<file path="config.mk">
export PLATFORM = sky130hd
export DESIGN_NAME = tef_merge
export DESIGN_NICKNAME = d
export VERILOG_FILES = /design/src/rtl/tef_pkg.sv /design/src/rtl/tef_merge.sv
export SDC_FILE = /design/constraint.sdc
export NUM_CORES = 1
export LEC_CHECK = 0
export BUFFER_PORTS_ARGS = -buffer_cell sky130_fd_sc_hd__buf_2
export CAP_MARGIN = 20
export CORE_MARGIN = 5
export CORE_UTILIZATION = 65
export CTS_BUF_LIST = sky130_fd_sc_hd__clkbuf_8
export DETAILED_ROUTE_END_ITERATION = 7
export PLACE_DENSITY = 0.82
export SYNTH_ARGS = -nofsm -noshare
export SYNTH_HDL_FRONTEND = slang
export SYNTH_SLANG_ARGS = --single-unit
</file>
<file path="constraint.sdc">
create_clock -name clk_i -period 3.3 [get_ports clk_i]
set_input_delay 0.33 -clock clk_i [delete_from_list [all_inputs] [get_ports clk_i]]
set_output_delay 0.33 -clock clk_i [all_outputs]
set_load 0.005 [all_outputs]
</file>
<file path="src/rtl/tef_pkg.sv">
// tef_pkg: shared types, widths and constants of the tile edge feather weight block.
// No dependencies; every other file of the block refers to it by scoped names.
package tef_pkg;

  localparam int unsigned MaxTile     = 1024;
  localparam int unsigned MaxGrid     = 64;

  localparam int unsigned TileIdxW    = 6;
  localparam int unsigned PixW        = 10;
  localparam int unsigned ChanW       = 16;
  localparam int unsigned CoordW      = 16;
  localparam int unsigned SizeW       = 11;
  localparam int unsigned OvW         = 10;
  localparam int unsigned GridW       = 7;

  localparam int unsigned NumFactors  = 4;
  localparam int unsigned PairW       = 2 * OvW;
  localparam int unsigned RatioW      = NumFactors * OvW;
  localparam int unsigned ProdW       = ChanW + RatioW;
  localparam int unsigned QuoW        = ChanW;
  localparam int unsigned NumLanes    = 3;

  localparam int unsigned FrontStages = 3;
  localparam int unsigned LaneStages  = 1 + QuoW;
  localparam int unsigned PipeStages  = FrontStages + LaneStages;

  localparam int unsigned AddrW       = 4;
  localparam int unsigned DataW       = 32;

  localparam logic [SizeW-1:0] RstTileSize = 11'd256;
  localparam logic [OvW-1:0]   RstOverlap  = 10'd32;
  localparam logic [GridW-1:0] RstTileRows = 7'd1;
  localparam logic [GridW-1:0] RstTileCols = 7'd1;

  typedef enum logic [1:0] {
    RegTileSize,
    RegOverlap,
    RegTileRows,
    RegTileCols
  } reg_idx_e;

  typedef struct packed {
    logic [SizeW-1:0] tile_size;
    logic [OvW-1:0]   overlap;
    logic [GridW-1:0] tile_rows;
    logic [GridW-1:0] tile_cols;
  } cfg_t;

  typedef struct packed {
    logic [TileIdxW-1:0] tile_col;
    logic [TileIdxW-1:0] tile_row;
    logic [PixW-1:0]     pix_x;
    logic [PixW-1:0]     pix_y;
    logic [ChanW-1:0]    chan_a;
    logic [ChanW-1:0]    chan_b;
    logic [ChanW-1:0]    chan_c;
  } in_t;

  typedef struct packed {
    logic [CoordW-1:0] dest_x;
    logic [CoordW-1:0] dest_y;
    logic [ChanW-1:0]  weighted_a;
    logic [ChanW-1:0]  weighted_b;
    logic [ChanW-1:0]  weighted_c;
  } out_t;

  typedef struct packed {
    logic [CoordW-1:0] dest_x;
    logic [CoordW-1:0] dest_y;
  } coord_t;

  typedef struct packed {
    logic [RatioW-1:0] num;
    logic [RatioW-1:0] den;
  } ratio_t;

endpackage

</file>
<file path="src/rtl/tef_merge.sv">
// tef_merge: aligns destination coordinates with the lane results and holds
// the output register of the result channel. Depends on tef_pkg.
module tef_merge (
  input  logic                                            clk_i,
  input  logic                                            rst_ni,
  input  logic [tef_pkg::LaneStages-1:0]                  en_i,
  input  logic                                            last_valid_i,
  input  tef_pkg::coord_t                                 coord_i,
  input  logic [tef_pkg::NumLanes-1:0][tef_pkg::QuoW-1:0] quo_i,
  input  logic                                            out_ready_i,
  output logic                                            out_valid_o,
  output tef_pkg::out_t                                   out_data_o
);

  tef_pkg::coord_t dly_q [tef_pkg::LaneStages];
  tef_pkg::out_t   out_q, out_d;
  logic            out_valid_q;
  logic            load;

  for (genvar k = 0; k < tef_pkg::LaneStages; k++) begin : g_dly
    if (k == 0) begin : g_head
      always_ff @(posedge clk_i) begin
        if (en_i[k]) begin
          dly_q[k] <= coord_i;
        end
      end
    end else begin : g_tail
      always_ff @(posedge clk_i) begin
        if (en_i[k]) begin
          dly_q[k] <= dly_q[k-1];
        end
      end
    end
  end

  assign load = !out_valid_q || out_ready_i;

  always_comb begin
    out_d.dest_x     = dly_q[tef_pkg::LaneStages-1].dest_x;
    out_d.dest_y     = dly_q[tef_pkg::LaneStages-1].dest_y;
    out_d.weighted_a = quo_i[0];
    out_d.weighted_b = quo_i[1];
    out_d.weighted_c = quo_i[2];
  end

  always_ff @(posedge clk_i or negedge rst_ni) begin
    if (!rst_ni) begin
      out_valid_q <= 1'b0;
    end else if (load) begin
      out_valid_q <= last_valid_i;
    end
  end

  always_ff @(posedge clk_i) begin
    if (load) begin
      out_q <= out_d;
    end
  end

  assign out_valid_o = out_valid_q;
  assign out_data_o  = out_q;

endmodule

</file>
==> summary.txt <==
Route
  – Vias post-DR: around 7000
  – ANT nets after route: 0
  – Post-DR vias/cell: 4.89
  – Wire per inst: between 15 and 20 microns
  – DR iter-0 viols: between 400 and 500
  – DRC viols: 0
  – First-pass DRT Iterations: 4
  – WL final: about 27 mm

STA
  – Setup tns final: 0 ns
  – Final Hold Fails: 0
  – RSZ-0062 raised after global routing: no
  – Slew headroom: 0.315
  – Worst slew pin tran: 1.03 ns
  – Crit path time final: 1.61 ns
  – Setup Skew: 0.0205 ns
  – Final Max Tran Viols: 0
  – Count of final setup violators: 0
  – Period utilisation layout: 0.488
  – Worst setup margin: 1.69 ns
  – Fmax: 621 MHz

Power and ir drop
  – IR drop worst, VDD: 514 uV
  – Leak Pwr: 8.09 nW
  – Pwr/cell area: 669 mW/mm^2

Yosys
  – Largest family of logic cells by synthesized area: simple AND/OR/NAND/NOR gates
  – Post-Synth Simple-Gate Area: 0.00120
  – Synth Area in Compound Gates: 0
  – Post-Syn Area: between 0.015 and 0.02 sq mm
  – Xor and xnor area share after synthesis: 0
  – Syn. warnings: 0
  – Mapped Cells: 627
  – Synth unique cells: 4
  – Mapped Nets: 728
  – Avg Cell Area, Syn: 30.0 sq um
  – Post-synthesis mux area share: 0
  – Post-Synth Adder-Cell Area: 0
  – Seq cells post-synth: 625
  – Sequential area share after synthesis: 0.999

Worst setup path
  – CP max stage cell: nand2b_4
  – CP arrival: around 1.8 ns
  – Worst path max stage delay: 0.74 ns
  – CP Capture Type: flop
  – Buf/Inv on CP: 0
  – CP top delay family: simple AND/OR/NAND/NOR gates
  – Maximum fanout along the worst path: 81
  – Crit path kind: flop to flop
  – Critical Path RT: roughly 3.5 ns
  – CP Launch Type: flop
  – CP Cell Sequence: nand2b_4

Place
  – Dpl hpwl: 13.6 mm
  – Port buffer count: around 180
  – Routability Congestion: between 0.7 and 0.8
  – Pre-CTS setup slack: between 1.5 and 2 ns

Clock network
  – Clk sinks: 625
  – CTS Buffer Depth: 3
  – Latest clock arrival within the worst-skew pair: 0.60 ns
  – Root Buffer: clkbuf_8
  – CTS Hold Buffers Added: 82
  – Post-cts sizing count: 0
  – CTS Buf Count: 90
  – CTS tree: done
  – H-tree depth: 3
  – Clk slew on worst S/H paths: 0.06 ns
  – Postcts setup bufs: 0

Hold path
  – Min-delay worst type: input pin to async pin

Layout
  – Fin nets: 1083
  – Post-Route Utilization: 0.787
  – Layout cells sized above 1: 0.272
  – Area grow syn2layout: 19.9%
  – Ant. Diodes: 0

Floorplan
  – Die Wd: 180 microns
  – Core Region: 0.0286 sq mm
  – Initial core utilization: 0.656
  – Ports: about 180
  – Die area: 0.0324 sq mm
  – Row cnt: 62
  – Die height: 180 microns

Status
  – Status: finished clean

GRT
  – Pin count of the biggest net entering global routing: 82
  – Vias in the first global route: 7844
  – Initial antenna violation count: 1
  – GRT Total Usage: 0.174
  – GRT overflow: 0
  – First-pass GRT wire length: between 40 and 50 mm

Flow run
  – Max Cap Viol: 0
## flip-flops by register name, summed over array words and instances (netlist names)
name,cells
dly_q,544
out_data_o,80
out_valid_o,1
## area by class of cell
class | instances | area, sq um
repair buffers | 263 | 1730
fillers | 1285 | 6100
clock buffers | 90 | 1240
well taps | 384 | 480
clock inverters | 64 | 292
multi-input cells | 2 | 22.5
flip-flops and latches | 625 | 18800
## power by group
group	internal [mW]	switching [mW]	total, mW
Combinational	0.150	0.216	0.366
Sequential	9.29	0.138	9.43
Clock	2.56	2.71	5.27
## cells by family (layout without fill, tap and decap cells)
kind of cell / Yosys count / in the layout
buffers and inverters: 0 / 417
AND/OR/NAND/NOR: 2 / 2
flip-flops: 625 / 625
## Yosys cell counts (all sizes together)
cell type / n / share of area
dfrtp: 1 / 0.0013
edfxtp: 624 / 1.0
nand2b: 2 / 0.0012
## metal layers
metal  track usage  wire length [microns]  vias up
met4        0.0722                    694        2
met2         0.349                  16700      216
met5             0                     13        -
met1         0.161                   8350     3418
met3        0.0451                   1360       62
li1              -                      -     3288
## stage by stage
step                hold WS, ns  power, mW  instance area, sq um  instances
floorplan                0.0344       9.55                 18800        627
global placement          0.105       9.78                 20200       1192
detailed placement        0.113       9.86                 20200       1192
CTS                      0.0144       15.0                 22500       1428
global route             0.0657       15.7                 22500       1428
finish                   0.0998       15.1                 22500       1428
## placed cells by master (no fill, tap or decap)
cell type	count
clkinv_1	26
clkbuf_8	90
clkinv_8	1
inv_8	3
nand2b_2	1
clkinv_2	5
edfxtp_1	624
dfrtp_1	1
inv_6	2
nand2b_4	1
dlygate4sd3_1	82
buf_2	181
inv_1	27
## worst paths after layout
kind                             endpoint  cells after the start  slack (ns)           from
setup / recovery           out_data_o[49]                      1        1.69    out_valid_o
max in group asynchronous     out_valid_o                      2        3.11         rst_ni
min in group clk_i           dly_q[2][17]                      1        0.30        en_i[2]
setup reg to reg           out_data_o[49]                      1        1.69    out_valid_o
hold / removal                out_valid_o                      2         0.1         rst_ni
hold reg to reg             dly_q[14][27]                      0        0.40  dly_q[13][27]
No activity file was read; power rests on OpenSTA's default activity.
