<file path="config.mk">
export PLATFORM = sky130hd
export DESIGN_NAME = tef_cfg
export DESIGN_NICKNAME = d
export VERILOG_FILES = /design/src/rtl/tef_pkg.sv /design/src/rtl/tef_cfg.sv
export SDC_FILE = /design/constraint.sdc
export NUM_CORES = 1
export LEC_CHECK = 0
export BUFFER_PORTS_ARGS = -buffer_cell sky130_fd_sc_hd__buf_2
export CAP_MARGIN = 15
export CORE_MARGIN = 10
export CORE_UTILIZATION = 46
export CTS_CLUSTER_DIAMETER = 150
export DETAILED_ROUTE_END_ITERATION = 6
export HOLD_SLACK_MARGIN = 0.12
export PLACE_DENSITY = 0.95
export REMOVE_ABC_BUFFERS = 1
export SLEW_MARGIN = 25
export SYNTH_ARGS = -nofsm -noshare
export SYNTH_HDL_FRONTEND = slang
export SYNTH_SLANG_ARGS = --single-unit
</file>
<file path="constraint.sdc">
create_clock -name clk_i -period 1.7 [get_ports clk_i]
set_input_delay 0.17 -clock clk_i [delete_from_list [all_inputs] [get_ports clk_i]]
set_output_delay 0.17 -clock clk_i [all_outputs]
set_load 0.1 [all_outputs]
</file>
<file path="src/rtl/tef_pkg.sv">
// tef_pkg: shared types, widths and constants of the tile edge feather weight block.
// No dependencies; every other file of the block refers to it by scoped names.
package tef_pkg;

  localparam int unsigned MaxTile     = 1024;
  localparam int unsigned MaxGrid     = 64;

  localparam int unsigned TileIdxW    = 6;
  localparam int unsigned PixW        = 10;
  localparam int unsigned ChanW       = 16;
  localparam int unsigned CoordW      = 16;
  localparam int unsigned SizeW       = 11;
  localparam int unsigned OvW         = 10;
  localparam int unsigned GridW       = 7;

  localparam int unsigned NumFactors  = 4;
  localparam int unsigned PairW       = 2 * OvW;
  localparam int unsigned RatioW      = NumFactors * OvW;
  localparam int unsigned ProdW       = ChanW + RatioW;
  localparam int unsigned QuoW        = ChanW;
  localparam int unsigned NumLanes    = 3;

  localparam int unsigned FrontStages = 3;
  localparam int unsigned LaneStages  = 1 + QuoW;
  localparam int unsigned PipeStages  = FrontStages + LaneStages;

  localparam int unsigned AddrW       = 4;
  localparam int unsigned DataW       = 32;

  localparam logic [SizeW-1:0] RstTileSize = 11'd256;
  localparam logic [OvW-1:0]   RstOverlap  = 10'd32;
  localparam logic [GridW-1:0] RstTileRows = 7'd1;
  localparam logic [GridW-1:0] RstTileCols = 7'd1;

  typedef enum logic [1:0] {
    RegTileSize,
    RegOverlap,
    RegTileRows,
    RegTileCols
  } reg_idx_e;

  typedef struct packed {
    logic [SizeW-1:0] tile_size;
    logic [OvW-1:0]   overlap;
    logic [GridW-1:0] tile_rows;
    logic [GridW-1:0] tile_cols;
  } cfg_t;

  typedef struct packed {
    logic [TileIdxW-1:0] tile_col;
    logic [TileIdxW-1:0] tile_row;
    logic [PixW-1:0]     pix_x;
    logic [PixW-1:0]     pix_y;
    logic [ChanW-1:0]    chan_a;
    logic [ChanW-1:0]    chan_b;
    logic [ChanW-1:0]    chan_c;
  } in_t;

  typedef struct packed {
    logic [CoordW-1:0] dest_x;
    logic [CoordW-1:0] dest_y;
    logic [ChanW-1:0]  weighted_a;
    logic [ChanW-1:0]  weighted_b;
    logic [ChanW-1:0]  weighted_c;
  } out_t;

  typedef struct packed {
    logic [CoordW-1:0] dest_x;
    logic [CoordW-1:0] dest_y;
  } coord_t;

  typedef struct packed {
    logic [RatioW-1:0] num;
    logic [RatioW-1:0] den;
  } ratio_t;

endpackage

</file>
<file path="src/rtl/tef_cfg.sv">
// tef_cfg: APB register file holding tile size, overlap and grid dimensions.
// Depends on tef_pkg.
module tef_cfg (
  input  logic                      clk_i,
  input  logic                      rst_ni,
  input  logic                      psel,
  input  logic                      penable,
  input  logic                      pwrite,
  input  logic [tef_pkg::AddrW-1:0] paddr,
  input  logic [tef_pkg::DataW-1:0] pwdata,
  output logic [tef_pkg::DataW-1:0] prdata,
  output logic                      pready,
  output tef_pkg::cfg_t             cfg_o
);

  tef_pkg::cfg_t     cfg_q;
  tef_pkg::reg_idx_e idx;
  logic              wr;

  assign pready = 1'b1;
  assign idx    = tef_pkg::reg_idx_e'(paddr[3:2]);
  assign wr     = psel && penable && pwrite && pready;

  always_ff @(posedge clk_i or negedge rst_ni) begin
    if (!rst_ni) begin
      cfg_q.tile_size <= tef_pkg::RstTileSize;
      cfg_q.overlap   <= tef_pkg::RstOverlap;
      cfg_q.tile_rows <= tef_pkg::RstTileRows;
      cfg_q.tile_cols <= tef_pkg::RstTileCols;
    end else if (wr) begin
      case (idx)
        tef_pkg::RegTileSize: cfg_q.tile_size <= pwdata[tef_pkg::SizeW-1:0];
        tef_pkg::RegOverlap:  cfg_q.overlap   <= pwdata[tef_pkg::OvW-1:0];
        tef_pkg::RegTileRows: cfg_q.tile_rows <= pwdata[tef_pkg::GridW-1:0];
        tef_pkg::RegTileCols: cfg_q.tile_cols <= pwdata[tef_pkg::GridW-1:0];
        default: ;
      endcase
    end
  end

  always_comb begin
    case (idx)
      tef_pkg::RegTileSize: prdata = tef_pkg::DataW'(cfg_q.tile_size);
      tef_pkg::RegOverlap:  prdata = tef_pkg::DataW'(cfg_q.overlap);
      tef_pkg::RegTileRows: prdata = tef_pkg::DataW'(cfg_q.tile_rows);
      tef_pkg::RegTileCols: prdata = tef_pkg::DataW'(cfg_q.tile_cols);
      default:              prdata = '0;
    endcase
  end

  assign cfg_o = cfg_q;

endmodule

</file>
==> impl_metrics.ini <==
[timing]
fin_ws_ns = 0.0682
fin_skew_ns = 0
finalSetupViolCount = 0
clock.fmax_mhz = 613
slew_violations = 0
period_needed_ns = 1.63
slew_headroom = 0.666
min_period_over_period = 0.960
worst_slew_pin_slew_ns = 0.500
grt_setup_unrepaired = false
hold_violations = 0

[placed_design]
dp.final_hpwl_microns = 3430
io_buffers = 63
place.gp.congestion = 0.676
place_ws_ns = 0.0851

[worst_setup_path]
worst-path-max-fanout = 3
required_ns = 1.53
end_kind = primary output
start_kind = flop
arrival_ns = 1.46
crit_type = flop to primary output

[hold_path]
holdCritPathClass = input pin to flop

[die]
die_area_sq_mm = 0.00688
core_sq_mm = 0.00374
rows = 22
fp.dieW_microns = 83.0
die_y_microns = 83.0
io_pins = 109
start_util = 0.487

[power]
swShare = 0.594
pwr-share-comb = 0.608
p_switching_w = 0.00281
power_density_mw_per_mm2 = 2070
pwr-share-clk = 0.138
power.leakage_nw = 1.19
p_int_w = 0.00192
p_seq_frac = 0.254
ir_worst_vdd_mv = 1.64

[clocking]
cts-buffers-inserted = 5
clk_latency_ns = 0.28
cts_sinks = 35
clockRootBuffer = clkbuf_8
clk_pin_slew_ns = 0.07
cts_tree = built
cts.path.max_buffers = 2
cts_setup_buffers = 0
cts.htree.levels = 2

[synthesis]
synth_ff_type = dfrtp_1
syn_area_per_cell_sq_um = 15.2
synth_top_area_cell = dfrtp_1
synth_cells = 120
seq_area_frac_synth = 0.483
netlist_area_sq_mm = 0.00182
netlist.area_leader.share = 0.425
ys_ff_latch = 35
async_flop_share = 1.00
synth_area_leaders = dfrtp_1 (43%), mux2_4 (14%), mux2_2 (9.9%), buf_4 (9.5%), mux4_2 (8.6%)
ys_types = 20
synth_edf_count = 0
yosysWarningCount = 0

[job]
max_cap_viol_count = 0

[global_route]
globalRouteTotalUtil = 0.127
grt_pass1_vias = 1400
grt_start_max_net_pins = 36
grt_pass1_wl_microns = 7180
antenna_found_initial = 0
grt_overflow_total = 0

[drt]
routed_via_density = 4.96
drt_iter0_drc = 18
routed_wl_microns = 4550
dr.pass1.iters = 4
ant_nets = 0
vias = 1181
wire_per_inst_microns = 19.1
drc = 0

[finish]
multi_input_area_sq_um = 810
nets = 230
largest_reg_flops = 35
diodes = 0
area_growth_pct = 25.0
final_cell_mix = buf_2 (59), dfrtp_1 (31), conb_1 (22)
final-seq-area_sq_um = 881
final_common_cell = buf_2
fill_cells = 299
drive_gt1_frac = 0.653
final_util = 0.609

[run_status]
status = finished, final reports clean
==> critical path, cell delays in order (launching register included) <==
cell	delay, ns
dfrtp_1	0.40
mux4_2	0.47
buf_2	0.31
==> logic make-up (layout without fill, tap and decap cells) <==
family | count (synthesis) | after routing | synth area share
mux | 45 | 45 | 0.354
buf+inv | 28 | 78 | 0.115
simple gates | 10 | 10 | 0.0446
other cells | 2 | 22 | 0.00412
flops | 35 | 35 | 0.483
==> metal layers <==
layer,GRT usage,vias to the layer above,part of all wire
li1,-,519,-
met2,0.202,67,0.45
met5,0,-,0
met4,0.0231,0,0.0070
met3,0.0742,4,0.12
met1,0.145,591,0.42
==> power by group through the flow <==
stage | clock network, W | registers, W | logic [W]
after CTS | 0.000666 | 0.00120 | 0.00288
after global routing | 0.000713 | 0.00123 | 0.00295
after detailed placement | 0 | 0.00121 | 0.00288
after global placement | 0 | 0.00119 | 0.00286
final | 0.000653 | 0.00120 | 0.00287
after floorplan | 0 | 0.00262 | 0.00100
==> final cells by class <==
cell class,instances,area share
flip-flops and latches,35,0.386
multi-input cells,77,0.355
repair buffers,69,0.187
clock buffers,8,0.0439
well taps,48,0.0263
inverters,1,0.00165
==> final timing paths <==
path | from | end | slack [ns] | cells after the start
min reg2reg | cfg_o[26] | cfg_o[26] | 0.53 | 1
max in group asynchronous | rst_ni | cfg_o[32] | 1.06 | 3
max | cfg_o[6] | prdata[6] | 0.07 | 2
max reg2reg | cfg_o[15] | cfg_o[15] | 0.90 | 1
min | pwdata[7] | cfg_o[31] | 0.13 | 2
min in group asynchronous | rst_ni | cfg_o[8] | 0.39 | 3
==> cell usage after synthesis (2+ instances only) <==
library cell,n
nor2_1,3
dfstp_2,4
mux2_2,16
mux4_2,7
conb_1,2
buf_2,2
mux2_4,17
buf_4,23
mux2i_1,3
buf_6,2
mux2_1,2
dfrtp_1,31
==> what timing repair did <==
action | in CTS | in global routing
gates resized for setup | 0 | 1
endpoints found under the hold margin | 35 | 1
hold buffers | 1 | 1
endpoints found under the setup margin | 0 | 1
==> per-stage QoR <==
step | hold slack, ns | TNS, ns | cell area [sq um] | total power [W] | instances
global placement | 0.141 | 0 | 2160 | 0.00405 | 228
global route | 0.121 | 0 | 2280 | 0.00489 | 238
detailed placement | 0.146 | 0 | 2160 | 0.00409 | 228
floorplan | -0.126 | -5.25 | 1690 | 0.00362 | 113
finish | 0.131 | 0 | 2280 | 0.00472 | 238
CTS | 0.123 | 0 | 2270 | 0.00475 | 237
Note: power is estimated with default switching activity, not from simulation.
