`src/rtl/tef_pkg.sv`:
```
// tef_pkg: shared types, widths and constants of the tile edge feather weight block.
// No dependencies; every other file of the block refers to it by scoped names.
package tef_pkg;

  localparam int unsigned MaxTile     = 1024;
  localparam int unsigned MaxGrid     = 64;

  localparam int unsigned TileIdxW    = 6;
  localparam int unsigned PixW        = 10;
  localparam int unsigned ChanW       = 16;
  localparam int unsigned CoordW      = 16;
  localparam int unsigned SizeW       = 11;
  localparam int unsigned OvW         = 10;
  localparam int unsigned GridW       = 7;

  localparam int unsigned NumFactors  = 4;
  localparam int unsigned PairW       = 2 * OvW;
  localparam int unsigned RatioW      = NumFactors * OvW;
  localparam int unsigned ProdW       = ChanW + RatioW;
  localparam int unsigned QuoW        = ChanW;
  localparam int unsigned NumLanes    = 3;

  localparam int unsigned FrontStages = 3;
  localparam int unsigned LaneStages  = 1 + QuoW;
  localparam int unsigned PipeStages  = FrontStages + LaneStages;

  localparam int unsigned AddrW       = 4;
  localparam int unsigned DataW       = 32;

  localparam logic [SizeW-1:0] RstTileSize = 11'd256;
  localparam logic [OvW-1:0]   RstOverlap  = 10'd32;
  localparam logic [GridW-1:0] RstTileRows = 7'd1;
  localparam logic [GridW-1:0] RstTileCols = 7'd1;

  typedef enum logic [1:0] {
    RegTileSize,
    RegOverlap,
    RegTileRows,
    RegTileCols
  } reg_idx_e;

  typedef struct packed {
    logic [SizeW-1:0] tile_size;
    logic [OvW-1:0]   overlap;
    logic [GridW-1:0] tile_rows;
    logic [GridW-1:0] tile_cols;
  } cfg_t;

  typedef struct packed {
    logic [TileIdxW-1:0] tile_col;
    logic [TileIdxW-1:0] tile_row;
    logic [PixW-1:0]     pix_x;
    logic [PixW-1:0]     pix_y;
    logic [ChanW-1:0]    chan_a;
    logic [ChanW-1:0]    chan_b;
    logic [ChanW-1:0]    chan_c;
  } in_t;

  typedef struct packed {
    logic [CoordW-1:0] dest_x;
    logic [CoordW-1:0] dest_y;
    logic [ChanW-1:0]  weighted_a;
    logic [ChanW-1:0]  weighted_b;
    logic [ChanW-1:0]  weighted_c;
  } out_t;

  typedef struct packed {
    logic [CoordW-1:0] dest_x;
    logic [CoordW-1:0] dest_y;
  } coord_t;

  typedef struct packed {
    logic [RatioW-1:0] num;
    logic [RatioW-1:0] den;
  } ratio_t;

endpackage

```
`src/rtl/tef_lane.sv`:
```
// tef_lane: one channel lane, channel times ratio numerator followed by a
// pipelined restoring divider, one quotient bit per stage. Depends on tef_pkg.
module tef_lane (
  input  logic                           clk_i,
  input  logic [tef_pkg::LaneStages-1:0] en_i,
  input  logic [tef_pkg::ChanW-1:0]      chan_i,
  input  tef_pkg::ratio_t                ratio_i,
  output logic [tef_pkg::QuoW-1:0]       quo_o
);

  localparam int unsigned ProdW  = tef_pkg::ProdW;
  localparam int unsigned RatioW = tef_pkg::RatioW;
  localparam int unsigned QuoW   = tef_pkg::QuoW;

  logic [ProdW-1:0]  prod_d, prod_q;
  logic [RatioW-1:0] den0_q;

  assign prod_d = chan_i * ratio_i.num;

  always_ff @(posedge clk_i) begin
    if (en_i[0]) begin
      prod_q <= prod_d;
      den0_q <= ratio_i.den;
    end
  end

  logic [ProdW-1:0]  rem_q [QuoW-1];
  logic [RatioW-1:0] den_q [QuoW-1];
  logic [QuoW-1:0]   quo_q [QuoW];

  for (genvar s = 0; s < QuoW; s++) begin : g_div
    logic [ProdW-1:0]  rem_in, sub;
    logic [RatioW-1:0] den_in;
    logic [QuoW-1:0]   quo_in, quo_out;
    logic              ge;

    if (s == 0) begin : g_first
      assign rem_in = prod_q;
      assign den_in = den0_q;
      assign quo_in = '0;
    end else begin : g_next
      assign rem_in = rem_q[s-1];
      assign den_in = den_q[s-1];
      assign quo_in = quo_q[s-1];
    end

    assign sub = ProdW'(den_in) << (QuoW - 1 - s);
    assign ge  = (rem_in >= sub);

    always_comb begin
      quo_out = quo_in;
      quo_out[QuoW-1-s] = ge;
    end

    always_ff @(posedge clk_i) begin
      if (en_i[s+1]) begin
        quo_q[s] <= quo_out;
      end
    end

    if (s < QuoW - 1) begin : g_keep
      always_ff @(posedge clk_i) begin
        if (en_i[s+1]) begin
          rem_q[s] <= ge ? (rem_in - sub) : rem_in;
          den_q[s] <= den_in;
        end
      end
    end
  end

  assign quo_o = quo_q[QuoW-1];

endmodule

```
`config.mk`:
```
export PLATFORM = sky130hd
export DESIGN_NAME = tef_lane
export DESIGN_NICKNAME = d
export VERILOG_FILES = /design/src/rtl/tef_pkg.sv /design/src/rtl/tef_lane.sv
export SDC_FILE = /design/constraint.sdc
export NUM_CORES = 2
export LEC_CHECK = 0
export ABC_CLOCK_PERIOD_IN_PS = 8800
export BUFFER_PORTS_ARGS = -buffer_cell sky130_fd_sc_hd__buf_2
export CAP_MARGIN = 30
export CORE_ASPECT_RATIO = 1.1
export CORE_UTILIZATION = 50
export DETAILED_ROUTE_END_ITERATION = 8
export PLACE_DENSITY = 0.66
export SYNTH_ARGS = -nofsm -noshare
export SYNTH_HDL_FRONTEND = slang
export SYNTH_SLANG_ARGS = --single-unit
```
`constraint.sdc`:
```
create_clock -name clk_i -period 8.8 [get_ports clk_i]
set_clock_uncertainty 0.05 [all_clocks]
set_input_delay 0 -clock clk_i [delete_from_list [all_inputs] [get_ports clk_i]]
set_output_delay 0 -clock clk_i [all_outputs]
set_load 0.005 [all_outputs]
```
==> qor.csv <==
stage;metric;value;unit
outcome;status;finished clean;
drt;drcViolationCount;0;
global_routing;grt_pass1_vias;85100;
synthesis;synth.most_common_cell;edfxtp_1;
critical_path;cp-end-kind;register;
clock_tree;clk_pin_slew;60;ps
clock_tree;cts_setup_buffers;0;
drt;via_per_inst;5.64;
sta;relSlewSlack;29.4;%
critical_path;cp_max_fo;16;
synthesis;ys_seq_elements;1672;
synthesis;synthesis.area;115000;sq um
drt;drt_iter0_drc;4773;
floorplan;row_count;184;
critical_path;r2r_end;rem_q[0][111]$_DFFE_PP_;
synthesis;yosys-top-cells-area;edfxtp_1 44%, fa_1 9.5%, ha_1 8.4%;
synthesis;synth-main-ff-cell;edfxtp_1;
job;drv_cap;0;
sta;fmax;0.139;GHz
critical_path;r2r_start;rem_q[0][14]$_DFFE_PP_;
place;gp_congestion;1.00;
sta;tightest_slew;1060;ps
floorplan;die-area;232000;sq um
clock_tree;clk_path_buf_depth;3;
synthesis;ys_types;99;
synthesis;synthArstFlopShare;0;%
sta;report.final.slew_viol_count;0;
drt;firstDrtPassIters;8;
clock_tree;insertion_delay;840;ps
synthesis;syn_nets;12600;
floorplan;ios;130;
min_path;hp-start;ratio_i[42];
critical_path;start_kind;input pin;
sta;hold_viol;0;
drt;vias;81900;
place;place.port_buffers;129;
clock_tree;tritoncts;done;
critical_path;required;9320;ps
clock_tree;cts.sinks;1672;
clock_tree;cts-resized-gates;0;
floorplan;die_x;459;um
sta;rsz0062_at_grt;false;
global_routing;grt_max_degree;81;
floorplan;start_util;50.3;%
drt;wl_per_cell;20.9;um
synthesis;synth_edf_count;1672;
synthesis;netlist.area_leader.share;43.7;%
sta;fin_crit;7200;ps
clock_tree;holdBufCountCts;102;
synthesis;avgSynthCellArea;10.3;sq um
floorplan;fp.dieH;505;um
critical_path;reg2reg_depth;16;
synthesis;synth_top_cell_by_area;edfxtp_1;
synthesis;yosysWarningCount;0;
floorplan;coreArea;228000;sq um
global_routing;antenna_found_initial;7;
global_routing;grt_pass1_wl;472;mm
drt;antenna_left;0;
synthesis;ys_seq_area_share;43.7;%
min_path;holdPathStages;4;
sta;setup_violations;0;
synthesis;yosys-top-cells-count;1672 x edfxtp_1, 1429 x inv_1, 1229 x nand2_1, 875 x a21oi_1, 768 x ha_1;
place;place_hpwl;242;mm
critical_path;r2r_slack;3520;ps
min_path;hold_path_class;in2reg;
clock_tree;cts-root-buf;clkbuf_16;
clock_tree;htree_num_levels;4;
final_layout;area_delta_synth_final;9.15;%
drt;drt_wl_total;304;mm
global_routing;grt_use_total;26.2;%
min_path;min_to;g_div[0].rem_in[2]$_DFFE_PP_;
sta;fin_setup_tns;0;ps
critical_path;crit_type;in2reg;
final_layout;finalNetCount;12700;
sta;final.period_utilization;81.8;%
critical_path;worstPathArrival;7720;ps
global_routing;overflow;0;
synthesis;netlist_instances;11200;
final_layout;drive_gt1_share;4.93;%
clock_tree;cts_buffers;183;
==> sequential cells by signal (all words and copies together) (netlist names) <==
name          flops
rem_q           840
den_q           600
quo_q           136
g_div.rem_in     56
den0_q           40
==> cells by family (layout without fill, tap and decap cells) <==
logic type,count (synthesis),after routing,share of synthesized area [%]
buffers and inverters,1811,2062,5.96
AND/OR/NAND/NOR,2986,2986,12.4
multiplexers,71,71,0.679
AO/OA/AOI/OAI,2638,2638,14.1
other,0,4,0
flip-flops,1672,1672,43.7
XOR/XNOR,701,701,5.34
adder cells (fa/ha/maj),1313,1313,17.9
==> metrics by stage <==
| step | utilization, % | cells | hold WS (ps) | worst slack (ps) | area (sq um) |
|---|---|---|---|---|---|
| final | 54.9 | 14500 | 104 | 1600 | 125000 |
| after global routing | 54.9 | 14500 | 72.2 | 1370 | 125000 |
| after CTS | 54.9 | 14500 | 15.4 | 1770 | 125000 |
| after detailed placement | 51.9 | 14100 | 128 | 989 | 119000 |
| after global placement | 51.9 | 14100 | 127 | 1030 | 119000 |
| after floorplan | - | 11200 | 48.9 | 2160 | 115000 |
==> final cells by class <==
cell class | count | area, sq um
diodes | 4 | 10.0
clock buffers | 212 | 4710
clock inverters | 121 | 1120
fillers | 20000 | 103000
inverters | 1438 | 5400
multi-input cells | 7709 | 58000
flip-flops and latches | 1672 | 50200
well taps | 3069 | 3840
repair buffers | 291 | 2170
==> layout by cell type, fill, tap and decap left out, drive strengths merged, types with 144 or more instances in the layout <==
cell,instances
a21o,377
fa,545
ha,768
a21oi,875
and2,255
buf,189
nor2,552
edfxtp,1672
xnor2,387
nand4,152
nand3,144
clkbuf,212
inv,1449
xor2,314
o21ai,705
nand2,1229
==> critical path, stage by stage <==
cell and delay, ps:
dlygate4sd3_1 530, buf_2 370, nand2_1 140, fa_1 520, fa_1 550, inv_1 60
fa_1 510, fa_1 520, fa_1 590, inv_1 70, fa_1 530, inv_1 50
ha_1 440, and4_1 280, nand2_1 70, a311oi_1 330, nor4_1 130, a211oi_1 440
o21ai_1 220, a21oi_1 400, a21oi_1 220, o221ai_1 380, a41oi_1 200, xnor2_1 160
==> worst max path at each step <==
stage	from	endpoint	slack, ps	depth (start not counted)
after floorplan	chan_i[6]	g_div[0].rem_in[50]$_DFFE_PP_	2160	25
after global placement	chan_i[6]	g_div[0].rem_in[50]$_DFFE_PP_	1030	24
after detailed placement	chan_i[3]	g_div[0].rem_in[50]$_DFFE_PP_	990	24
after CTS	ratio_i[41]	g_div[0].rem_in[51]$_DFFE_PP_	1770	24
after global routing	ratio_i[41]	g_div[0].rem_in[51]$_DFFE_PP_	1370	24
final	ratio_i[41]	g_div[0].rem_in[51]$_DFFE_PP_	1600	24
==> routing by layer <==
layer	share of wire, %	up-vias	global-route usage, %
met2	54	2060	50.2
met1	36	39800	26.9
li1	-	39300	-
met5	0.0043	-	0
met4	6.8	2	15.8
met3	3.3	786	2.85
Power is left out: the tool's default activity adds up to more than one toggle a clock period on the data nets, which glitch-free logic cannot reach.
