==> src/rtl/tef_pkg.sv <==
// tef_pkg: shared types, widths and constants of the tile edge feather weight block.
// No dependencies; every other file of the block refers to it by scoped names.
package tef_pkg;

  localparam int unsigned MaxTile     = 1024;
  localparam int unsigned MaxGrid     = 64;

  localparam int unsigned TileIdxW    = 6;
  localparam int unsigned PixW        = 10;
  localparam int unsigned ChanW       = 16;
  localparam int unsigned CoordW      = 16;
  localparam int unsigned SizeW       = 11;
  localparam int unsigned OvW         = 10;
  localparam int unsigned GridW       = 7;

  localparam int unsigned NumFactors  = 4;
  localparam int unsigned PairW       = 2 * OvW;
  localparam int unsigned RatioW      = NumFactors * OvW;
  localparam int unsigned ProdW       = ChanW + RatioW;
  localparam int unsigned QuoW        = ChanW;
  localparam int unsigned NumLanes    = 3;

  localparam int unsigned FrontStages = 3;
  localparam int unsigned LaneStages  = 1 + QuoW;
  localparam int unsigned PipeStages  = FrontStages + LaneStages;

  localparam int unsigned AddrW       = 4;
  localparam int unsigned DataW       = 32;

  localparam logic [SizeW-1:0] RstTileSize = 11'd256;
  localparam logic [OvW-1:0]   RstOverlap  = 10'd32;
  localparam logic [GridW-1:0] RstTileRows = 7'd1;
  localparam logic [GridW-1:0] RstTileCols = 7'd1;

  typedef enum logic [1:0] {
    RegTileSize,
    RegOverlap,
    RegTileRows,
    RegTileCols
  } reg_idx_e;

  typedef struct packed {
    logic [SizeW-1:0] tile_size;
    logic [OvW-1:0]   overlap;
    logic [GridW-1:0] tile_rows;
    logic [GridW-1:0] tile_cols;
  } cfg_t;

  typedef struct packed {
    logic [TileIdxW-1:0] tile_col;
    logic [TileIdxW-1:0] tile_row;
    logic [PixW-1:0]     pix_x;
    logic [PixW-1:0]     pix_y;
    logic [ChanW-1:0]    chan_a;
    logic [ChanW-1:0]    chan_b;
    logic [ChanW-1:0]    chan_c;
  } in_t;

  typedef struct packed {
    logic [CoordW-1:0] dest_x;
    logic [CoordW-1:0] dest_y;
    logic [ChanW-1:0]  weighted_a;
    logic [ChanW-1:0]  weighted_b;
    logic [ChanW-1:0]  weighted_c;
  } out_t;

  typedef struct packed {
    logic [CoordW-1:0] dest_x;
    logic [CoordW-1:0] dest_y;
  } coord_t;

  typedef struct packed {
    logic [RatioW-1:0] num;
    logic [RatioW-1:0] den;
  } ratio_t;

endpackage

==> src/rtl/tef_front.sv <==
// tef_front: edge factor selection, weight numerator/denominator products and
// destination coordinates, three register stages. Depends on tef_pkg.
module tef_front (
  input  logic                                       clk_i,
  input  logic [tef_pkg::FrontStages-1:0]            en_i,
  input  tef_pkg::in_t                               in_i,
  input  tef_pkg::cfg_t                              cfg_i,
  output tef_pkg::ratio_t                            ratio_o,
  output tef_pkg::coord_t                            coord_o,
  output logic [tef_pkg::NumLanes-1:0][tef_pkg::ChanW-1:0] chan_o
);

  typedef struct packed {
    logic [tef_pkg::OvW-1:0] num;
    logic [tef_pkg::OvW-1:0] den;
  } factor_t;

  typedef logic [tef_pkg::NumLanes-1:0][tef_pkg::ChanW-1:0] chans_t;

  // left / top: (d + 1) / overlap
  function automatic factor_t near_fac(input logic [tef_pkg::PixW-1:0] pos,
                                       input logic [tef_pkg::OvW-1:0]  ov,
                                       input logic                     nb);
    factor_t f;
    f.num = tef_pkg::OvW'(1);
    f.den = tef_pkg::OvW'(1);
    if (nb && (tef_pkg::OvW'(pos) < ov)) begin
      f.num = tef_pkg::OvW'(pos) + tef_pkg::OvW'(1);
      f.den = ov;
    end
    return f;
  endfunction

  // right / bottom: d / overlap, d saturates to 0 outside the tile
  function automatic factor_t far_fac(input logic [tef_pkg::PixW-1:0]  pos,
                                      input logic [tef_pkg::SizeW-1:0] size,
                                      input logic [tef_pkg::OvW-1:0]   ov,
                                      input logic                      nb);
    factor_t                  f;
    logic [tef_pkg::SizeW-1:0] gap;
    gap = '0;
    if (tef_pkg::SizeW'(pos) < size) begin
      gap = size - tef_pkg::SizeW'(pos) - tef_pkg::SizeW'(1);
    end
    f.num = tef_pkg::OvW'(1);
    f.den = tef_pkg::OvW'(1);
    if (nb && (gap < tef_pkg::SizeW'(ov))) begin
      f.num = gap[tef_pkg::OvW-1:0];
      f.den = ov;
    end
    return f;
  endfunction

  logic [tef_pkg::SizeW-1:0]  size;
  logic [tef_pkg::GridW-1:0]  rows, cols;
  logic [tef_pkg::CoordW-1:0] step;
  logic                       nb_l, nb_r, nb_t, nb_b;
  factor_t [tef_pkg::NumFactors-1:0] fac_d;
  tef_pkg::coord_t            coord_d;
  chans_t                     chan_d;

  always_comb begin
    size = (32'(cfg_i.tile_size) > tef_pkg::MaxTile) ?
           tef_pkg::SizeW'(tef_pkg::MaxTile) : cfg_i.tile_size;
    rows = (32'(cfg_i.tile_rows) > tef_pkg::MaxGrid) ?
           tef_pkg::GridW'(tef_pkg::MaxGrid) : cfg_i.tile_rows;
    cols = (32'(cfg_i.tile_cols) > tef_pkg::MaxGrid) ?
           tef_pkg::GridW'(tef_pkg::MaxGrid) : cfg_i.tile_cols;
    nb_l = (in_i.tile_col != '0);
    nb_t = (in_i.tile_row != '0);
    nb_r = (tef_pkg::GridW'(in_i.tile_col) + tef_pkg::GridW'(1)) < cols;
    nb_b = (tef_pkg::GridW'(in_i.tile_row) + tef_pkg::GridW'(1)) < rows;
    fac_d[0] = near_fac(in_i.pix_x, cfg_i.overlap, nb_l);
    fac_d[1] = far_fac(in_i.pix_x, size, cfg_i.overlap, nb_r);
    fac_d[2] = near_fac(in_i.pix_y, cfg_i.overlap, nb_t);
    fac_d[3] = far_fac(in_i.pix_y, size, cfg_i.overlap, nb_b);
    step = tef_pkg::CoordW'(size) - tef_pkg::CoordW'(cfg_i.overlap);
    coord_d.dest_x = tef_pkg::CoordW'(tef_pkg::CoordW'(in_i.tile_col) * step)
                   + tef_pkg::CoordW'(in_i.pix_x);
    coord_d.dest_y = tef_pkg::CoordW'(tef_pkg::CoordW'(in_i.tile_row) * step)
                   + tef_pkg::CoordW'(in_i.pix_y);
    chan_d[0] = in_i.chan_a;
    chan_d[1] = in_i.chan_b;
    chan_d[2] = in_i.chan_c;
  end

  // stage 0: factors
  factor_t [tef_pkg::NumFactors-1:0] fac_q;
  tef_pkg::coord_t                   coord0_q;
  chans_t                            chan0_q;

  always_ff @(posedge clk_i) begin
    if (en_i[0]) begin
      fac_q    <= fac_d;
      coord0_q <= coord_d;
      chan0_q  <= chan_d;
    end
  end

  // stage 1: pair products
  logic [tef_pkg::PairW-1:0] num01_q, num23_q, den01_q, den23_q;
  tef_pkg::coord_t           coord1_q;
  chans_t                    chan1_q;
  logic [tef_pkg::PairW-1:0] num01_d, num23_d, den01_d, den23_d;

  assign num01_d = fac_q[0].num * fac_q[1].num;
  assign num23_d = fac_q[2].num * fac_q[3].num;
  assign den01_d = fac_q[0].den * fac_q[1].den;
  assign den23_d = fac_q[2].den * fac_q[3].den;

  always_ff @(posedge clk_i) begin
    if (en_i[1]) begin
      num01_q  <= num01_d;
      num23_q  <= num23_d;
      den01_q  <= den01_d;
      den23_q  <= den23_d;
      coord1_q <= coord0_q;
      chan1_q  <= chan0_q;
    end
  end

  // stage 2: full ratio
  tef_pkg::ratio_t ratio_q, ratio_d;
  tef_pkg::coord_t coord2_q;
  chans_t          chan2_q;

  assign ratio_d.num = num01_q * num23_q;
  assign ratio_d.den = den01_q * den23_q;

  always_ff @(posedge clk_i) begin
    if (en_i[2]) begin
      ratio_q  <= ratio_d;
      coord2_q <= coord1_q;
      chan2_q  <= chan1_q;
    end
  end

  assign ratio_o = ratio_q;
  assign coord_o = coord2_q;
  assign chan_o  = chan2_q;

endmodule

==> config.mk <==
export PLATFORM = sky130hd
export DESIGN_NAME = tef_front
export DESIGN_NICKNAME = d
export VERILOG_FILES = /design/src/rtl/tef_pkg.sv /design/src/rtl/tef_front.sv
export SDC_FILE = /design/constraint.sdc
export NUM_CORES = 2
export LEC_CHECK = 0
export CAP_MARGIN = 20
export CORE_ASPECT_RATIO = 1.2
export CORE_MARGIN = 2
export CORE_UTILIZATION = 50
export DETAILED_ROUTE_END_ITERATION = 10
export DONT_BUFFER_PORTS = 1
export PLACE_DENSITY = 0.68
export SETUP_SLACK_MARGIN = 0.05
export SLEW_MARGIN = 10
export SYNTH_ARGS = -nofsm -noshare
export SYNTH_HDL_FRONTEND = slang
export SYNTH_SLANG_ARGS = --single-unit
==> constraint.sdc <==
create_clock -name clk_i -period 6.6 [get_ports clk_i]
set_input_delay 0.66 -clock clk_i [delete_from_list [all_inputs] [get_ports clk_i]]
set_output_delay 0.66 -clock clk_i [all_outputs]
set_load 0.03 [all_outputs]
==> impl_metrics.py <==
metrics = {
    "outcome": {
        "outcome": "finished with violations",
        "violations": "setup timing",
    },
    "yosys": {
        "synth_edf_count": 480,
        "netlist_instances": 6180,
        "ys.flop_type": "edfxtp_1",
        "synth_top_area_share_pct": 31.7,
        "syn_avg_cell_area_um2": 10.2,
        "synth_warnings": 0,
        "syn-num-nets": 7994,
        "ys_seq_area_share_pct": 22.9,
        "synthArstFlopShare_pct": 0,
        "synth.largest_area_cell": "fa_1",
        "yosysUniqueCellTypes": 75,
        "synth.most_common_cell": "inv_1",
        "synth_commonest_cells": "inv_1, fa_1, nand2_1",
        "ys_seq_elements": 480,
        "syn_area_um2": 62900,
        "synthTopCellsByArea": "fa_1, edfxtp_1, ha_1, inv_1, and2_1",
    },
    "sta": {
        "max_freq_mhz": 144,
        "hold_ws_ns": 0.0453,
        "finalMaxSlewViolations": 0,
        "hold_viol_final": 0,
        "setup_slack_ns": -0.365,
        "rsz0062_at_grt": "yes",
        "relSlewSlack_pct": 30.8,
        "fin_crit_ns": 6.96,
        "fin_worst_skew_ns": 0.0789,
        "setup_viol": 22,
        "worstMarginPinSlew_ns": 1.04,
        "final.period_utilization_pct": 106,
        "tns_ns": -3.12,
    },
    "critical_path": {
        "critPathLaunchType": "register",
        "r2r-end": "ratio_o[78]$_DFFE_PP_",
        "worstPathMaxFanout": 14,
        "reg2reg_slack_ns": -0.36,
        "r2r_start": "num01_q[10]$_DFFE_PP_",
        "critPathMostFrequentCell": "fa_1",
        "worstPathArrival_ns": 7.42,
        "crit_path_top_delay_cell": "fa_1",
        "endpoint_kind": "register",
        "ff2ff_path_depth": 23,
        "cp.required_ns": 7.05,
        "crit_end": "ratio_o[78]$_DFFE_PP_",
        "slowest_delay_ns": 0.55,
        "crit_path_cell_trace": "buf_4 -> and2_1 -> fa_1 -> inv_1 -> fa_1 -> inv_1 -> fa_1 -> fa_1 -> inv_1 -> fa_1 -> fa_1 -> fa_1 -> inv_1 -> ha_2 -> a21o_1 -> a21o_1 -> a21oi_2 -> nor2_1 -> a221o_2 -> a2111oi_4 -> nor3b_2 -> a221o_1 -> xor2_1",
        "startpoint": "num01_q[10]$_DFFE_PP_",
        "path_class": "reg2reg",
    },
    "detailed_routing": {
        "ant_nets": 0,
        "route.met3.wl_um": 8320,
        "drt_iter0_markers": 2007,
        "top_layer_used": "met5",
        "drc": 0,
        "first_pass_iters": 5,
        "wl_met2_um": 74000,
        "wl_met1_um": 60300,
        "dr_total_vias": 42300,
        "routed_wl_um": 147000,
        "viasPerCell": 5.18,
        "wl_per_cell_um": 18.1,
    },
    "placed_design": {
        "placed_cells": 7952,
        "dp_hpwl_um": 119000,
        "placedInstanceArea_um2": 66900,
        "gp_congestion": 0.923,
        "io_buffers": 0,
    },
    "job": {
        "drv_cap": 0,
    },
    "floorplanning": {
        "fp.dieW_um": 328,
        "initial_core_util_pct": 50.3,
        "num_rows": 142,
        "core_um2": 125000,
        "die_h_um": 392,
        "io_pins": 279,
        "dieArea_um2": 129000,
    },
    "grt": {
        "grt_pass1_wl_um": 238000,
        "grt_max_degree": 161,
        "grt_antenna_before_repair": 5,
        "grt_pass1_vias": 45000,
        "gr-usage-all-layers_pct": 23.3,
        "grt_overflow": 0,
    },
    "clocking": {
        "cts_sinks": 480,
        "cts.path.max_buffers": 3,
        "cts_tree": "yes",
        "clk_latency_ns": 0.71,
        "cts-htree-levels": 2,
        "clkSlewWorstSetupHoldPaths_ns": 0.07,
        "clockRootBuffer": "clkbuf_16",
        "cts_buffers": 52,
    },
    "worst_hold_path": {
        "min_path_type": "in2reg",
        "min-delay-start": "in_i[21]",
    },
    "finish": {
        "nets": 8271,
        "syn_to_final_growth_pct": 12.4,
        "drive_gt1_share_pct": 11.4,
        "seqCellArea_um2": 14400,
        "stdcell_count": 8161,
        "postLayoutCellArea_um2": 70700,
        "nFillCells": 10600,
        "multi_input_area_um2": 43800,
    },
}
==> state kept, by name (all words and copies together), names as in the netlist <==
register,cells
num23_q,20
den01_q,20
fac_q,80
chan1_q,48
coord0_q,32
den23_q,20
chan_o,48
coord1_q,32
ratio_o,80
chan0_q,48
num01_q,20
coord_o,32
==> per-layer routing <==
layer  global-route usage [%]  up-vias
met5                        0        -
met4                     7.46        2
met3                     3.98      238
met2                     40.9     1009
met1                     29.2    21300
li1                         -    19700
==> how the worst min path moves through the flow <==
stage	to	slack [ns]	depth (start not counted)
final	chan0_q[21]$_DFFE_PP_	0.05	0
after global routing	chan0_q[12]$_DFFE_PP_	0.002	0
after CTS	chan0_q[21]$_DFFE_PP_	0.00005	0
after detailed placement	chan1_q[16]$_DFFE_PP_	0.40	0
after global placement	chan1_q[27]$_DFFE_PP_	0.40	0
after floorplan	chan1_q[0]$_DFFE_PP_	0.40	0
==> area by class of cell <==
cell class | count | area share [%]
multi-input cells | 4198 | 61.9
flip-flops and latches | 480 | 20.4
inverters | 1236 | 6.57
repair buffers | 489 | 5.59
well taps | 1656 | 2.93
clock buffers | 57 | 1.87
clock inverters | 39 | 0.706
diodes | 6 | 0.0212
==> cells in the final DEF (no fill, tap or decap), types with 21 or more instances in the layout <==
cell type,instances
o21ai_0,50
a21oi_1,105
fa_2,22
and3_1,21
ha_1,679
a21o_1,80
nor2b_1,42
buf_6,46
fa_1,973
nor2_1,130
inv_2,27
and2_1,652
buf_4,406
xor2_1,41
edfxtp_1,480
inv_1,1209
nand2_1,773
xnor2_1,163
clkbuf_16,52
dlygate4sd3_1,31
o21ai_1,27
a211oi_1,45
nor3_1,37
nand3_1,38
==> worst max-delay path: cells and delay by family (launching register included) <==
kind	cells	cell delay, ns
flip-flops	1	0.45
AND/OR/NAND/NOR	3	0.36
AO/OA/AOI/OAI	6	1.56
adder cells (fa/ha/maj)	8	3.73
XOR/XNOR	1	0.15
buffers and inverters	5	0.44
==> per-stage QoR <==
step	util (%)	setup WS [ns]
2_1_floorplan	-	-0.0464
3_3_place_gp	53.6	-0.471
3_5_place_dp	53.6	-0.596
4_1_cts	56.0	-0.412
5_1_grt	56.6	-0.566
6_report	56.6	-0.365
==> cells by family after synthesis <==
logic type | synth area share [%]
and+or+nand+nor | 14.3
muxes | 0.0498
DFF | 22.9
adders and majority gates | 45.6
AOI/OAI and AO/OA | 5.14
xor gates and xnor gates | 3.01
buffers and inverters | 8.99
==> repair_timing <==
item / in CTS / in global routing
gates resized for setup: 110 / 131
pin swaps: 71 / 68
endpoints found under the hold margin: 31 / 0
hold buffers: 31 / 0
endpoints found under the setup margin: 35 / 40
setup buffers: 49 / 38
Power is left out: the tool's default activity adds up to more than one toggle a clock period on the data nets, which glitch-free logic cannot reach.
